`config.mk`:
```
export PLATFORM = sky130hd
export DESIGN_NAME = light_level_and_colour_fader
export DESIGN_NICKNAME = d
export VERILOG_FILES = /design/src/rtl/lcf_pkg.sv /design/src/rtl/lcf_div.sv /design/src/rtl/light_level_and_colour_fader.sv
export SDC_FILE = /design/constraint.sdc
export NUM_CORES = 1
export LEC_CHECK = 0
export ABC_AREA = 1
export BUFFER_PORTS_ARGS = -buffer_cell sky130_fd_sc_hd__buf_2
export CORE_MARGIN = 10
export CORE_UTILIZATION = 57
export CTS_BUF_LIST = sky130_fd_sc_hd__clkbuf_8 sky130_fd_sc_hd__clkbuf_16
export DETAILED_ROUTE_END_ITERATION = 8
export HOLD_SLACK_MARGIN = 0.03
export PLACE_DENSITY_LB_ADDON = 0.12
export RECOVER_POWER = 100
export SKIP_CTS_REPAIR_TIMING = 1
export SLEW_MARGIN = 15
export SYNTH_ARGS = -nofsm -noshare
export SYNTH_HDL_FRONTEND = slang
export SYNTH_SLANG_ARGS = --single-unit
```
`constraint.sdc`:
```
create_clock -name clk -period 6.7 [get_ports clk]
set_input_delay 1.34 -clock clk [delete_from_list [all_inputs] [get_ports clk]]
set_output_delay 1.34 -clock clk [all_outputs]
set_load 0.01 [all_outputs]
```
`src/rtl/lcf_pkg.sv`:
```
package lcf_pkg;

    localparam int LEVEL_W     = 8;
    localparam int COLOUR_W    = 8;
    localparam int PERIOD_W    = 16;
    localparam int DUR_W       = 32;
    localparam int IN_CHANNELS = 4;
    localparam int NUM_CHANNELS_DEFAULT = 4;

    // Shared divider geometry
    localparam int DIV_W       = 32;
    localparam int DIV_SHORT_W = 16;
    localparam int DIVISOR_W   = 8;
    localparam int DIV_CNT_W   = 6;

    localparam logic [PERIOD_W-1:0] PERIOD_MAX = {PERIOD_W{1'b1}};
    localparam logic [PERIOD_W-1:0] PERIOD_MIN = PERIOD_W'(1);

    localparam logic [2:0] MODE_TICK         = 3'd0;
    localparam logic [2:0] MODE_LEVEL_TIMED  = 3'd1;
    localparam logic [2:0] MODE_LEVEL_RATE   = 3'd2;
    localparam logic [2:0] MODE_LEVEL_STOP   = 3'd3;
    localparam logic [2:0] MODE_COLOUR_START = 3'd4;
    localparam logic [2:0] MODE_COLOUR_STOP  = 3'd5;

    typedef struct packed {
        logic [2:0]          mode;
        logic [LEVEL_W-1:0]  level_target;
        logic [DUR_W-1:0]    fade_ms;
        logic [PERIOD_W-1:0] rate_ms;
        logic [COLOUR_W-1:0] colour_in_0;
        logic [COLOUR_W-1:0] colour_in_1;
        logic [COLOUR_W-1:0] colour_in_2;
        logic [COLOUR_W-1:0] colour_in_3;
    } cmd_t;

    typedef struct packed {
        logic [LEVEL_W-1:0]  level_out;
        logic                level_changed;
        logic                level_busy;
        logic [COLOUR_W-1:0] colour_out_0;
        logic [COLOUR_W-1:0] colour_out_1;
        logic [COLOUR_W-1:0] colour_out_2;
        logic [COLOUR_W-1:0] colour_out_3;
        logic                colour_changed;
        logic                colour_busy;
    } res_t;

    typedef struct packed {
        logic start;
        logic short_op;
    } div_cmd_t;

    typedef enum logic [2:0] {
        ST_IDLE,
        ST_DECODE,
        ST_DIV_LEVEL,
        ST_DIV_COLOUR,
        ST_INTERP,
        ST_INTERP_WAIT,
        ST_RESULT
    } state_t;

    function automatic logic [COLOUR_W-1:0] in_colour(cmd_t c, logic [1:0] k);
        logic [COLOUR_W-1:0] v;
        case (k)
            2'd0:    v = c.colour_in_0;
            2'd1:    v = c.colour_in_1;
            2'd2:    v = c.colour_in_2;
            default: v = c.colour_in_3;
        endcase
        return v;
    endfunction

endpackage

```
`src/rtl/lcf_div.sv`:
```
module lcf_div
    import lcf_pkg::*;
(
    input  logic                 clk,
    input  logic                 rst_n,
    input  div_cmd_t             cmd,
    input  logic [DIV_W-1:0]     dividend,
    input  logic [DIVISOR_W-1:0] divisor,
    output logic                 done,
    output logic [DIV_W-1:0]     quotient
);

    logic                 busy_reg, busy_next;
    logic                 done_reg, done_next;
    logic [DIV_CNT_W-1:0] cnt_reg, cnt_next;
    logic [DIVISOR_W-1:0] rem_reg, rem_next;
    logic [DIVISOR_W-1:0] den_reg, den_next;
    logic [DIV_W-1:0]     q_reg, q_next;

    logic [DIVISOR_W:0]   trial;
    logic                 fits;

    assign trial = {rem_reg, q_reg[DIV_W-1]};
    assign fits  = (trial >= {1'b0, den_reg});

    always_comb
    begin
        busy_next = busy_reg;
        done_next = 1'b0;
        cnt_next  = cnt_reg;
        rem_next  = rem_reg;
        den_next  = den_reg;
        q_next    = q_reg;
        if (cmd.start)
        begin
            // short operands sit in the upper half so only their bits are walked
            busy_next = 1'b1;
            rem_next  = '0;
            den_next  = divisor;
            if (cmd.short_op)
            begin
                q_next   = {dividend[DIV_SHORT_W-1:0], {(DIV_W-DIV_SHORT_W){1'b0}}};
                cnt_next = DIV_CNT_W'(DIV_SHORT_W);
            end
            else
            begin
                q_next   = dividend;
                cnt_next = DIV_CNT_W'(DIV_W);
            end
        end
        else if (busy_reg)
        begin
            rem_next = fits ? DIVISOR_W'(trial - {1'b0, den_reg}) : trial[DIVISOR_W-1:0];
            q_next   = {q_reg[DIV_W-2:0], fits};
            cnt_next = cnt_reg - 1'b1;
            if (cnt_reg == DIV_CNT_W'(1))
            begin
                busy_next = 1'b0;
                done_next = 1'b1;
            end
        end
    end

    always_ff @(posedge clk or negedge rst_n)
    begin
        if (!rst_n)
        begin
            busy_reg <= 1'b0;
            done_reg <= 1'b0;
            cnt_reg  <= '0;
        end
        else
        begin
            busy_reg <= busy_next;
            done_reg <= done_next;
            cnt_reg  <= cnt_next;
        end
    end

    always_ff @(posedge clk)
    begin
        rem_reg <= rem_next;
        den_reg <= den_next;
        q_reg   <= q_next;
    end

    assign done     = done_reg;
    assign quotient = q_reg;

endmodule

```
`src/rtl/light_level_and_colour_fader.sv`:
```
// Brightness fade and colour crossfade engine.
//
// Input channel (cmd_valid / cmd_stall / cmd): one transaction per command or
// per 1 ms tick. Output channel (res_valid / res_stall / res): exactly one
// result transaction per input transaction, in order.
//
// Each command is worked by a small sequencer around one shared restoring
// divider (one quotient bit per cycle). Ticks and simple commands need no
// divide; a timed level start or colour start that does not jump runs one
// 32-bit divide, and a tick that steps the crossfade short of its end runs
// one 16-bit divide per colour channel for the interpolation.
// One command is worked at a time (the next one is accepted in the cycle
// after the result is written); cmd_stall is high from accept until the
// result is in the register.
//
// The output register parts the two sides: a new command is taken while the
// previous result still waits. If res_stall holds the result, the following
// command finishes its work and then waits until the register frees up.
// Reset clears the level, all colour channels and both fades to zero.
module light_level_and_colour_fader
    import lcf_pkg::*;
#(
    parameter int NUM_CHANNELS = NUM_CHANNELS_DEFAULT
)
(
    input  logic clk,
    input  logic rst_n,
    input  logic cmd_valid,
    output logic cmd_stall,
    input  cmd_t cmd,
    output logic res_valid,
    input  logic res_stall,
    output res_t res
);

    localparam int CH_W = (NUM_CHANNELS > 1) ? $clog2(NUM_CHANNELS) : 1;

    state_t state_reg, state_next;

    cmd_t              cmd_reg, cmd_next;
    logic [CH_W-1:0]   ch_reg, ch_next;
    logic              lchg_reg, lchg_next;
    logic              cchg_reg, cchg_next;
    res_t              res_reg, res_next;
    logic              res_valid_reg, res_valid_next;

    logic [LEVEL_W-1:0]  level_now_reg, level_now_next;
    logic [LEVEL_W-1:0]  level_goal_reg, level_goal_next;
    logic [PERIOD_W-1:0] level_period_reg, level_period_next;
    logic [PERIOD_W-1:0] level_elapsed_reg, level_elapsed_next;
    logic                level_active_reg, level_active_next;

    logic [COLOUR_W-1:0] colour_now_reg  [NUM_CHANNELS];
    logic [COLOUR_W-1:0] colour_now_next [NUM_CHANNELS];
    logic [COLOUR_W-1:0] colour_from_reg [NUM_CHANNELS];
    logic [COLOUR_W-1:0] colour_from_next[NUM_CHANNELS];
    logic [COLOUR_W-1:0] colour_goal_reg [NUM_CHANNELS];
    logic [COLOUR_W-1:0] colour_goal_next[NUM_CHANNELS];
    logic [COLOUR_W-1:0] steps_total_reg, steps_total_next;
    logic [COLOUR_W-1:0] steps_done_reg, steps_done_next;
    logic [PERIOD_W-1:0] colour_period_reg, colour_period_next;
    logic [PERIOD_W-1:0] colour_elapsed_reg, colour_elapsed_next;
    logic                colour_active_reg, colour_active_next;

    // shared divider
    div_cmd_t             div_cmd;
    logic [DIV_W-1:0]     div_dividend;
    logic [DIVISOR_W-1:0] div_divisor;
    logic                 div_done;
    logic [DIV_W-1:0]     div_q;

    // decode helpers
    logic [COLOUR_W-1:0] tgt [NUM_CHANNELS];
    logic [COLOUR_W-1:0] col_pad [IN_CHANNELS];
    logic [COLOUR_W-1:0] max_dist;
    logic [LEVEL_W-1:0]  level_dist;
    logic                level_jump;
    logic                colour_jump;
    logic                lvl_due, col_due;
    logic [PERIOD_W-1:0] lvl_el_inc, col_el_inc;
    logic [COLOUR_W-1:0] done_inc;
    logic                colour_final;
    logic                res_free;
    logic                last_ch;
    logic [PERIOD_W-1:0] div_period;

    // interpolation operands for the current channel
    logic [COLOUR_W-1:0] ch_from, ch_goal;
    logic                ch_neg;
    logic [COLOUR_W-1:0] ch_mag;
    logic [2*COLOUR_W-1:0] ch_prod;
    logic [COLOUR_W-1:0] ch_quot;

    lcf_div u_div
    (
        .clk      (clk),
        .rst_n    (rst_n),
        .cmd      (div_cmd),
        .dividend (div_dividend),
        .divisor  (div_divisor),
        .done     (div_done),
        .quotient (div_q)
    );

    // Channels past the four input fields take target zero; output fields
    // past NUM_CHANNELS read zero.
    for (genvar i = 0; i < NUM_CHANNELS; i++)
    begin : g_tgt
        if (i < IN_CHANNELS)
        begin : g_in
            assign tgt[i] = in_colour(cmd_reg, 2'(i));
        end
        else
        begin : g_zero
            assign tgt[i] = '0;
        end
    end

    for (genvar i = 0; i < IN_CHANNELS; i++)
    begin : g_pad
        if (i < NUM_CHANNELS)
        begin : g_ch
            assign col_pad[i] = colour_now_reg[i];
        end
        else
        begin : g_zero
            assign col_pad[i] = '0;
        end
    end

    // Decode conditions
    always_comb
    begin
        logic [COLOUR_W-1:0] d;
        max_dist = '0;
        for (int i = 0; i < NUM_CHANNELS; i++)
        begin
            d = (colour_now_reg[i] > tgt[i]) ? colour_now_reg[i] - tgt[i]
                                              : tgt[i] - colour_now_reg[i];
            if (d > max_dist)
            begin
                max_dist = d;
            end
        end
    end

    assign level_dist = (level_now_reg > cmd_reg.level_target)
                      ? level_now_reg - cmd_reg.level_target
                      : cmd_reg.level_target - level_now_reg;
    assign level_jump = (cmd_reg.level_target == level_now_reg) ||
                        (cmd_reg.fade_ms == '0) || (cmd_reg.level_target == '0);
    assign colour_jump = (cmd_reg.fade_ms == '0) || (max_dist == '0);

    // Tick counters advance and saturate; a step is due once the period is reached
    assign lvl_el_inc = (level_elapsed_reg != PERIOD_MAX) ? level_elapsed_reg + 1'b1
                                                          : level_elapsed_reg;
    assign col_el_inc = (colour_elapsed_reg != PERIOD_MAX) ? colour_elapsed_reg + 1'b1
                                                           : colour_elapsed_reg;
    assign lvl_due = (lvl_el_inc >= level_period_reg);
    assign col_due = (col_el_inc >= colour_period_reg);
    assign done_inc = steps_done_reg + 1'b1;
    assign colour_final = (done_inc >= steps_total_reg) || (steps_total_reg == '0);

    assign res_free = !res_valid_reg || !res_stall;
    assign last_ch  = (ch_reg == CH_W'(NUM_CHANNELS - 1));

    // Clamp the divider quotient to a valid period
    assign div_period = (div_q > DIV_W'(PERIOD_MAX)) ? PERIOD_MAX
                      : (div_q == '0)                ? PERIOD_MIN
                      : div_q[PERIOD_W-1:0];

    assign ch_from = colour_from_reg[ch_reg];
    assign ch_goal = colour_goal_reg[ch_reg];
    assign ch_neg  = (ch_goal < ch_from);
    assign ch_mag  = ch_neg ? ch_from - ch_goal : ch_goal - ch_from;
    assign ch_prod = ch_mag * steps_done_reg;
    assign ch_quot = div_q[COLOUR_W-1:0];

    // Next state
    always_comb
    begin
        state_next = state_reg;
        case (state_reg)
            ST_IDLE:
            begin
                if (cmd_valid)
                begin
                    state_next = ST_DECODE;
                end
            end
            ST_DECODE:
            begin
                case (cmd_reg.mode)
                    MODE_TICK:
                    begin
                        if (colour_active_reg && col_due && !colour_final)
                        begin
                            state_next = ST_INTERP;
                        end
                        else
                        begin
                            state_next = ST_RESULT;
                        end
                    end
                    MODE_LEVEL_TIMED:
                    begin
                        state_next = level_jump ? ST_RESULT : ST_DIV_LEVEL;
                    end
                    MODE_COLOUR_START:
                    begin
                        state_next = colour_jump ? ST_RESULT : ST_DIV_COLOUR;
                    end
                    default:
                    begin
                        state_next = ST_RESULT;
                    end
                endcase
            end
            ST_DIV_LEVEL, ST_DIV_COLOUR:
            begin
                if (div_done)
                begin
                    state_next = ST_RESULT;
                end
            end
            ST_INTERP:
            begin
                state_next = ST_INTERP_WAIT;
            end
            ST_INTERP_WAIT:
            begin
                if (div_done)
                begin
                    state_next = last_ch ? ST_RESULT : ST_INTERP;
                end
            end
            ST_RESULT:
            begin
                if (res_free)
                begin
                    state_next = ST_IDLE;
                end
            end
            default:
            begin
                state_next = ST_IDLE;
            end
        endcase
    end

    // Outputs and datapath
    always_comb
    begin
        cmd_next            = cmd_reg;
        ch_next             = ch_reg;
        lchg_next           = lchg_reg;
        cchg_next           = cchg_reg;
        res_next            = res_reg;
        res_valid_next      = res_valid_reg;
        level_now_next      = level_now_reg;
        level_goal_next     = level_goal_reg;
        level_period_next   = level_period_reg;
        level_elapsed_next  = level_elapsed_reg;
        level_active_next   = level_active_reg;
        colour_now_next     = colour_now_reg;
        colour_from_next    = colour_from_reg;
        colour_goal_next    = colour_goal_reg;
        steps_total_next    = steps_total_reg;
        steps_done_next     = steps_done_reg;
        colour_period_next  = colour_period_reg;
        colour_elapsed_next = colour_elapsed_reg;
        colour_active_next  = colour_active_reg;
        div_cmd             = '0;
        div_dividend        = cmd_reg.fade_ms;
        div_divisor         = level_dist;

        // drop the result once the receiver takes it
        if (res_valid_reg && !res_stall)
        begin
            res_valid_next = 1'b0;
        end

        case (state_reg)
            ST_IDLE:
            begin
                if (cmd_valid)
                begin
                    cmd_next = cmd;
                end
            end
            ST_DECODE:
            begin
                lchg_next = 1'b0;
                cchg_next = 1'b0;
                case (cmd_reg.mode)
                    MODE_TICK:
                    begin
                        if (level_active_reg)
                        begin
                            level_elapsed_next = lvl_due ? '0 : lvl_el_inc;
                            if (lvl_due)
                            begin
                                lchg_next = 1'b1;
                                if (level_now_reg < level_goal_reg)
                                begin
                                    level_now_next = level_now_reg + 1'b1;
                                end
                                else if (level_now_reg > level_goal_reg)
                                begin
                                    level_now_next = level_now_reg - 1'b1;
                                end
                                if (level_now_next == level_goal_reg)
                                begin
                                    level_active_next = 1'b0;
                                end
                            end
                        end
                        if (colour_active_reg)
                        begin
                            colour_elapsed_next = col_due ? '0 : col_el_inc;
                            if (col_due)
                            begin
                                cchg_next       = 1'b1;
                                steps_done_next = done_inc;
                                ch_next         = '0;
                                if (colour_final)
                                begin
                                    colour_now_next    = colour_goal_reg;
                                    colour_active_next = 1'b0;
                                end
                            end
                        end
                    end
                    MODE_LEVEL_TIMED:
                    begin
                        level_active_next = 1'b0;
                        if (level_jump)
                        begin
                            level_now_next = cmd_reg.level_target;
                            lchg_next      = 1'b1;
                        end
                        else
                        begin
                            level_goal_next    = cmd_reg.level_target;
                            level_elapsed_next = '0;
                            div_cmd.start      = 1'b1;
                        end
                    end
                    MODE_LEVEL_RATE:
                    begin
                        level_active_next = 1'b0;
                        if (cmd_reg.level_target != level_now_reg)
                        begin
                            level_goal_next    = cmd_reg.level_target;
                            level_period_next  = (cmd_reg.rate_ms == '0) ? PERIOD_MIN
                                                                         : cmd_reg.rate_ms;
                            level_elapsed_next = '0;
                            level_active_next  = 1'b1;
                        end
                    end
                    MODE_LEVEL_STOP:
                    begin
                        level_active_next = 1'b0;
                    end
                    MODE_COLOUR_START:
                    begin
                        colour_active_next = 1'b0;
                        colour_from_next   = colour_now_reg;
                        colour_goal_next   = tgt;
                        if (colour_jump)
                        begin
                            colour_now_next = tgt;
                            cchg_next       = 1'b1;
                        end
                        else
                        begin
                            steps_total_next    = max_dist;
                            steps_done_next     = '0;
                            colour_elapsed_next = '0;
                            div_divisor         = max_dist;
                            div_cmd.start       = 1'b1;
                        end
                    end
                    MODE_COLOUR_STOP:
                    begin
                        colour_active_next = 1'b0;
                    end
                    default:
                    begin
                    end
                endcase
            end
            ST_DIV_LEVEL:
            begin
                if (div_done)
                begin
                    level_period_next = div_period;
                    level_active_next = 1'b1;
                end
            end
            ST_DIV_COLOUR:
            begin
                if (div_done)
                begin
                    colour_period_next = div_period;
                    colour_active_next = 1'b1;
                end
            end
            ST_INTERP:
            begin
                // |span| * steps / total, sign applied after the divide
                div_cmd.start    = 1'b1;
                div_cmd.short_op = 1'b1;
                div_dividend     = DIV_W'(ch_prod);
                div_divisor      = steps_total_reg;
            end
            ST_INTERP_WAIT:
            begin
                if (div_done)
                begin
                    colour_now_next[ch_reg] = ch_neg ? ch_from - ch_quot : ch_from + ch_quot;
                    ch_next = ch_reg + 1'b1;
                end
            end
            ST_RESULT:
            begin
                if (res_free)
                begin
                    res_valid_next         = 1'b1;
                    res_next.level_out      = level_now_reg;
                    res_next.level_changed  = lchg_reg;
                    res_next.level_busy     = level_active_reg;
                    res_next.colour_out_0   = col_pad[0];
                    res_next.colour_out_1   = col_pad[1];
                    res_next.colour_out_2   = col_pad[2];
                    res_next.colour_out_3   = col_pad[3];
                    res_next.colour_changed = cchg_reg;
                    res_next.colour_busy    = colour_active_reg;
                end
            end
            default:
            begin
            end
        endcase
    end

    always_ff @(posedge clk or negedge rst_n)
    begin
        if (!rst_n)
        begin
            state_reg          <= ST_IDLE;
            ch_reg             <= '0;
            lchg_reg           <= 1'b0;
            cchg_reg           <= 1'b0;
            res_valid_reg      <= 1'b0;
            level_now_reg      <= '0;
            level_goal_reg     <= '0;
            level_period_reg   <= '0;
            level_elapsed_reg  <= '0;
            level_active_reg   <= 1'b0;
            steps_total_reg    <= '0;
            steps_done_reg     <= '0;
            colour_period_reg  <= '0;
            colour_elapsed_reg <= '0;
            colour_active_reg  <= 1'b0;
            for (int i = 0; i < NUM_CHANNELS; i++)
            begin
                colour_now_reg[i]  <= '0;
                colour_from_reg[i] <= '0;
                colour_goal_reg[i] <= '0;
            end
        end
        else
        begin
            state_reg          <= state_next;
            ch_reg             <= ch_next;
            lchg_reg           <= lchg_next;
            cchg_reg           <= cchg_next;
            res_valid_reg      <= res_valid_next;
            level_now_reg      <= level_now_next;
            level_goal_reg     <= level_goal_next;
            level_period_reg   <= level_period_next;
            level_elapsed_reg  <= level_elapsed_next;
            level_active_reg   <= level_active_next;
            steps_total_reg    <= steps_total_next;
            steps_done_reg     <= steps_done_next;
            colour_period_reg  <= colour_period_next;
            colour_elapsed_reg <= colour_elapsed_next;
            colour_active_reg  <= colour_active_next;
            colour_now_reg     <= colour_now_next;
            colour_from_reg    <= colour_from_next;
            colour_goal_reg    <= colour_goal_next;
        end
    end

    always_ff @(posedge clk)
    begin
        cmd_reg <= cmd_next;
        res_reg <= res_next;
    end

    assign cmd_stall = (state_reg != ST_IDLE);
    assign res_valid = res_valid_reg;
    assign res       = res_reg;

    // A running brightness fade always has a nonzero step period.
    a_level_period: assert property (@(posedge clk) disable iff (!rst_n)
        level_active_reg |-> (level_period_reg != '0))
        else $error("level fade running with zero period");

    // A running crossfade has steps left and a nonzero period.
    a_colour_steps: assert property (@(posedge clk) disable iff (!rst_n)
        colour_active_reg |-> (steps_done_reg < steps_total_reg) &&
                              (colour_period_reg != '0))
        else $error("crossfade running without steps left");

    // The divider only finishes while the sequencer waits for it.
    a_div_owner: assert property (@(posedge clk) disable iff (!rst_n)
        div_done |-> (state_reg == ST_DIV_LEVEL) || (state_reg == ST_DIV_COLOUR) ||
                     (state_reg == ST_INTERP_WAIT))
        else $error("divider result with no consumer");

    // Leaving the result state always leaves a valid result behind.
    a_result_written: assert property (@(posedge clk) disable iff (!rst_n)
        (state_reg == ST_RESULT) && (state_next == ST_IDLE) |=> res_valid_reg)
        else $error("result state left without a result");

endmodule

```
==> results of run 1 <==
==> Yosys cell counts, types with 6 or more instances <==
master,n,area [um2]
nand2_1,813,3050
inv_1,519,1950
o21ai_0,278,1390
ha_1,225,2820
dfrtp_1,210,5260
nor2_1,185,694
edfxtp_1,175,5260
a21oi_1,165,826
nand3_1,150,751
xor2_1,70,613
nand4_1,67,419
o22ai_1,64,400
clkbuf_1,59,221
fa_1,50,1000
nor3_1,40,200
nor4_1,21,131
nand2_2,20,125
or2_2,18,113
buf_2,16,80.1
a32oi_1,14,123
o211ai_1,14,105
inv_2,12,45.0
xnor2_1,12,105
and2_1,10,62.6
dfxtp_1,8,160
o21a_1,8,60.1
a21oi_2,7,61.3
buf_1,7,26.3
o21ai_1,7,35.0
nand3b_1,6,45.0
nor2_2,6,37.5
nor2_4,6,67.6
o21bai_1,6,45.0
==> final cells by class <==
class,instances,area (um2)
repair buffers,371,2680
repair inverters,1,8.76
multi-input cells,2315,14800
fillers,3762,14200
well taps,607,759
flip-flops and latches,393,10700
clock inverters,26,181
clock buffers,57,1350
inverters,534,2040
==> power groups by stage <==
stage / clock network (mW) / logic, mW / registers, mW
global route: 2.65 / 0.0622 / 2.51
floorplan: 0 / 0.000119 / 2.56
CTS: 2.55 / 0.0571 / 2.51
finish: 2.54 / 0.0545 / 2.51
detailed placement: 0 / 0.0568 / 2.56
global placement: 0 / 0.0550 / 2.56
==> path summary, 6_finish.rpt <==
| check | cells after the start | end |
|---|---|---|
| setup / recovery | 49 | u_div.quotient[16] |
| hold / removal | 2 | u_div.rem_reg[7] |
| setup reg to reg | 49 | u_div.quotient[16] |
| hold reg to reg | 2 | u_div.rem_reg[7] |
| max in group asynchronous | 1 | level_goal_reg[2] |
| min in group asynchronous | 1 | level_period_reg[11] |
==> metal layers <==
layer | vias up | track usage, % | part of all wire (%)
met5 | - | 0 | 0
met4 | 0 | 9.67 | 3.7
met3 | 170 | 3.38 | 6.5
met2 | 974 | 46.8 | 47
met1 | 11795 | 38.2 | 42
li1 | 11650 | - | -
==> stage by stage <==
stage | TNS [ns] | worst slack, ns | instances | total power, mW
after CTS | -3.14 | -0.397 | 4252 | 5.12
after global placement | -0.253 | -0.224 | 4169 | 2.61
final | -1.04 | -0.0896 | 4304 | 5.10
after floorplan | 0 | 0.00185 | 3335 | 2.56
after detailed placement | -0.959 | -0.375 | 4169 | 2.62
after global routing | -39.84 | -0.428 | 4304 | 5.22
==> kinds of logic after synthesis <==
kind of cell / count (synthesis) / synth area share [%]
fa+ha+maj: 275 / 14.2
xor+xnor: 82 / 2.67
compound gates: 588 / 12.0
mux: 6 / 0.246
flops: 393 / 39.6
simple gates: 1364 / 22.2
buf+inv: 627 / 9.07
==> worst max-delay path, delay by kind of cell (launching register included) <==
| family | cells | cell delay, ns |
|---|---|---|
| DFF | 1 | 0.37 |
| and+or+nand+nor | 31 | 3.29 |
| AOI/OAI and AO/OA | 3 | 0.19 |
| adders and majority gates | 5 | 1.36 |
| buffers and inverters | 10 | 1.29 |
==> results.md, run 1 <==
* Status: finished with violations
* Failing checks: max-capacitance violations, max-slew violations, negative setup slack
* Pins Over Slew Limit at 383
* Switching pwr at 1.10 mW
* Maximum clock rate at 147 MHz
* CTS Root Cell: clkbuf_16
* Leak pwr at 15.3 nW
* Clock Tree Buf Depth at 3
* Power Dens Cells at between 150 and 200 nW/um2
* Register bit total from synthesis at approximately 390
* Post-DRT Antenna Nets at 0
* Final min period at ~6.8 ns
* H-Tree Depth at 2
* Layout cell share with drive strength beyond 1 at about 18%
* Initial antenna violation count at 0
* Synth Net Count at 3705
* Combinational share of power at 1.1%
* VDD IR max at 0.000178 V
* Most frequent cells in the layout: nand2_1 (760), inv_1 (503), o21ai_0 (251), dfrtp_1 (209), ha_1 (201)
* DRT Wirelength at 85100 um
* Sw frac at 21.6%
* Router iterations before antenna repair at 6
* Die Ht at between 200 and 250 um
* Final setup viols at 49
* Worst Skew at 0.0295 ns
* Initial core utilization at 57.7%
* Crit path max-delay cell type: fa_2
* Dpl hpwl at 62500 um
* Nets at 4031
* Drt drc at 0
* Total CTS buffers at 45
* Origin of the critical flop-to-flop path: col_pad[24]
* Final instance area at 32500 um2
* Core Box Area at 46700 um2
* Reg2Reg Setup Slack at -0.09 ns
* Slew HR at -233%
* Crit path DAT at 7.12 ns
* Warnings, synthesis at 0
* Clk network pwr share at about 50%
* CTS tree: built
* Main flop type after synthesis: dfrtp_1
* Clock Latency Late Sink at 0.60 ns
* Hold Slack at 0.471 ns
* Syn Inst Count at 3335
* Overflow after GRT at 0
* Clock edge transition at the registers on the reported setup and hold paths at 0.06 ns
* DP Area at approximately 30000 um2
* Via count at 24589
* Vias in the first global route at 23620
* FP Rows at 79
* Most common cell after layout, fill and taps aside: nand2_1
* Worst Setup End Kind: flop
* Synthesized area per cell at just over 8 um2
* Netlist Area Pre-Place at about 27000 um2
* Fin crit share at 101%
* Sequential Power Share at 49.2%
* Num ports at 141
* Critical Path Max Stage Delay at 0.38 ns
* Async SR Flop Fraction at between 50% and 60%
* Top cell by count, worst path: nand2_1
* Final WS setup at -0.0896 ns
* First-pass GRT wire length at 129000 um
* Hold wc startpoint: u_div.rem_reg[7]
* I/O Buffers at 140
* WP data required at 7.03 ns
* Die Wd at roughly 240 um
* Worst slew pin tran at 4.99 ns
* Vias per cell at between 5 and 6
* Max cap viols at 6
* Die area at around 56000 um2
* Final core utilization at between 60% and 70%
* ANT cells at 0
* Library cells used by synthesis at 58
* GP Congestion at around 0.97
* Critical Path Source: col_pad[24]
* Critical path fanouts, max at 16
* Wire per inst at 19.8 um
* Crit Path Category: reg -> reg
* RSZ-0062 raised after global routing: true
* CP startpoint kind: flop
* P_int at 4.00 mW
* Worst min-delay path class: reg -> reg
* Endpoints failing hold at 0
* GRT Resource Usage Total at 28.4%
* Synth-to-layout area growth at 20.6%
* Clock Sinks at 393
* Sequential area share after synthesis at approximately two fifths
* Largest register FFs at 91
* Initial drt markers at roughly 2100
* Pin count of the biggest net entering global routing at 130
* Number of synthesized flops with an enable pin at 175
No activity file was read; power rests on OpenSTA's default activity.
==> inputs of run 2 (changes only) <==
SETUP_SLACK_MARGIN = 0.4   (was default)
==> run 2 against run 1 <==
Against the previous run:
- critical path depth shrank 14
- clock-buffer cell count is 6 lower
- critical endpoint is now u_div.quotient[31]
- non-clock buffer count is 45 higher
- critical path type unchanged
- clock skew increased by 0.0082 ns
- largest power group unchanged
- design area rose by 4.3%
- cell count grew 1.1%
- core utilization grew 3.0 points
- combinational power is essentially flat
- routed wire length increased by 4.3%
- the run still ends with max-capacitance violations, max-slew violations, negative setup slack left
==> results.md, run 2 (same netlist as run 1, synthesis figures left out) <==
* Status: finished with violations
* Failing checks: max-capacitance violations, max-slew violations, negative setup slack
* Crit path max-delay cell type: fa_1
* Post-DRT Antenna Nets at 0 (unchanged)
* Num ports at 141 (unchanged)
* Final instance area at 33900 um2 (+4.3%)
* Worst Setup End Kind: flop
* Setup TNS Final at -2.63 ns (-1.58 ns)
* Initial drt markers at 2582 (+23%)
* Maximum clock rate at 146 MHz (-0.66%)
* Cell Count, Final, Fillers Out at 4350 (+1.1%)
* Die Wd at 237 um (unchanged)
* Critical Path Max Stage Delay at 0.57 ns (+0.19 ns)
* First-pass GRT wire length at 128000 um (-0.35%)
* Endpoints failing hold at 0 (unchanged)
* Overflow after GRT at 0 (unchanged)
* Nets at 4076 (+1.1%)
* GP Congestion at 0.980 (+1.6%)
* Die Ht at 237 um (unchanged)
* Initial core utilization at 57.7% (unchanged)
* Worst Skew at 0.0377 ns (+0.00817 ns)
* RSZ-0062 raised after global routing: true
* Max cap viols at 10 (+4)
* Clock Latency Late Sink at 0.61 ns (about the same)
* Vias in the first global route at 23829 (+0.88%)
* WP data required at 7.04 ns (about the same)
* Drt drc at 0 (unchanged)
* CP startpoint kind: flop
* Top cell by count, worst path: nand2_2
* Critical path fanouts, max at 17 (+1)
* Leak pwr at 15.8 nW (+2.9%)
* Pin count of the biggest net entering global routing at 115 (-12%)
* Power Dens Cells at 152 nW/um2 (-3.3%)
* Placed insts at 4193 (+0.58%)
* Clock Tree Buf Depth at 3 (unchanged)
* CTS tree: built
* Crit Path Category: reg -> reg
* Vias per cell at 5.82 (+1.8%)
* Dpl hpwl at 62400 um (-0.22%)
* Clock Sinks at 393 (unchanged)
* Slew HR at -182% (+51 points)
* Wire per inst at 20.4 um (+3.2%)
* FP Rows at 79 (unchanged)
* Die area at 56300 um2 (unchanged)
* DRT Wirelength at 88800 um (+4.3%)
* Core Box Area at 46700 um2 (unchanged)
* Fillers at 3530 (-6.2%)
* Largest register FFs at 91 (unchanged)
* Initial antenna violation count at 0 (unchanged)
* Via count at 25311 (+2.9%)
* GRT Resource Usage Total at 28.4% (about the same)
* VDD IR max at 0.000185 V (+4.0%)
* DP Area at 29700 um2 (+0.75%)
* Most common cell after layout, fill and taps aside: nand2_1
* I/O Buffers at 140 (unchanged)
* Total CTS buffers at 45 (unchanged)
* Layout cell share with drive strength beyond 1 at 23.1% (+5.4 points)
* Final WS setup at -0.135 ns (-0.0454 ns)
* Final setup viols at 70 (+43%)
* Most frequent cells in the layout: nand2_1 (686), inv_1 (490), o21ai_0 (227), dfrtp_1 (209), buf_4 (196)
* Router iterations before antenna repair at 6 (unchanged)
* ANT cells at 0 (unchanged)
* H-Tree Depth at 2 (unchanged)
* Crit path DAT at 7.18 ns (+0.06 ns)
* Pins Over Slew Limit at 533 (+39%)
* CTS Root Cell: clkbuf_16
* Clock edge transition at the registers on the reported setup and hold paths at 0.06 ns (about the same)
* Worst slew pin tran at 4.23 ns (-0.764 ns)
* Final min period at 6.83 ns (+0.0454 ns)
* Fin crit share at 102% (+0.68 points)
* Final core utilization at 72.6% (+3.0 points)
* Worst min-delay path class: reg -> reg
* Synth-to-layout area growth at 25.7%
==> run 2: path summary, 6_finish.rpt <==
check                                from  cells past startpoint                    to  slack [ns]
worst max-delay path            ch_reg[1]                     35    u_div.quotient[31]       -0.13
worst min-delay path             lchg_reg                      0               res[35]        0.48
worst max register to register  ch_reg[1]                     35    u_div.quotient[31]       -0.13
worst min register to register   lchg_reg                      0               res[35]        0.48
max in group asynchronous           rst_n                      2             ch_reg[1]        0.96
min in group asynchronous           rst_n                      1  level_elapsed_reg[2]        2.22
==> run 2: area by class of cell <==
type / instances / area, um2 / share of cell area, %
Timing Repair inverter: 1 / 7.51 / 0.0222
Clock inverter: 33 / 332 / 0.979
Inverter: 534 / 2090 / 6.18
Multi-Input combinational cell: 2315 / 15600 / 46.1
Sequential cell: 393 / 10700 / 31.5
Tap cell: 607 / 759 / 2.24
Clock buffer: 51 / 1210 / 3.57
Timing Repair Buffer: 416 / 3190 / 9.42
==> run 2: critical path, delay by kind of cell (launching register included) <==
kind	cells	cell delay [ns]
simple gates	11	1.36
flops	1	0.41
buf+inv	9	1.02
xor+xnor	1	0.10
fa+ha+maj	6	2.67
compound gates	8	1.02
==> run 2: report_power, final <==
group / internal [mW] / switching, mW
logic: 0.0186 / 0.0357
clock network: 1.53 / 1.06
registers: 2.51 / 0.0000000000000000476
==> run 2: routing by layer <==
layer	routed length (um)	track usage [%]	share of wire (%)	vias to the layer above
li1	-	-	-	11750
met1	37500	38.2	42	12171
met2	41600	45.8	47	1184
met3	6300	4.11	7.1	206
met4	3310	10.4	3.7	0
met5	0	0	0	-
==> run 2: metrics by stage <==
stage | power (mW) | hold WS [ns] | setup slack [ns]
after floorplan | 2.56 | 0.426 | 0.241
after global placement | 2.61 | 0.457 | -0.0599
after detailed placement | 2.62 | 0.465 | -0.132
after CTS | 5.17 | 0.480 | -0.140
after global routing | 5.27 | 0.495 | -0.438
final | 5.15 | 0.480 | -0.135
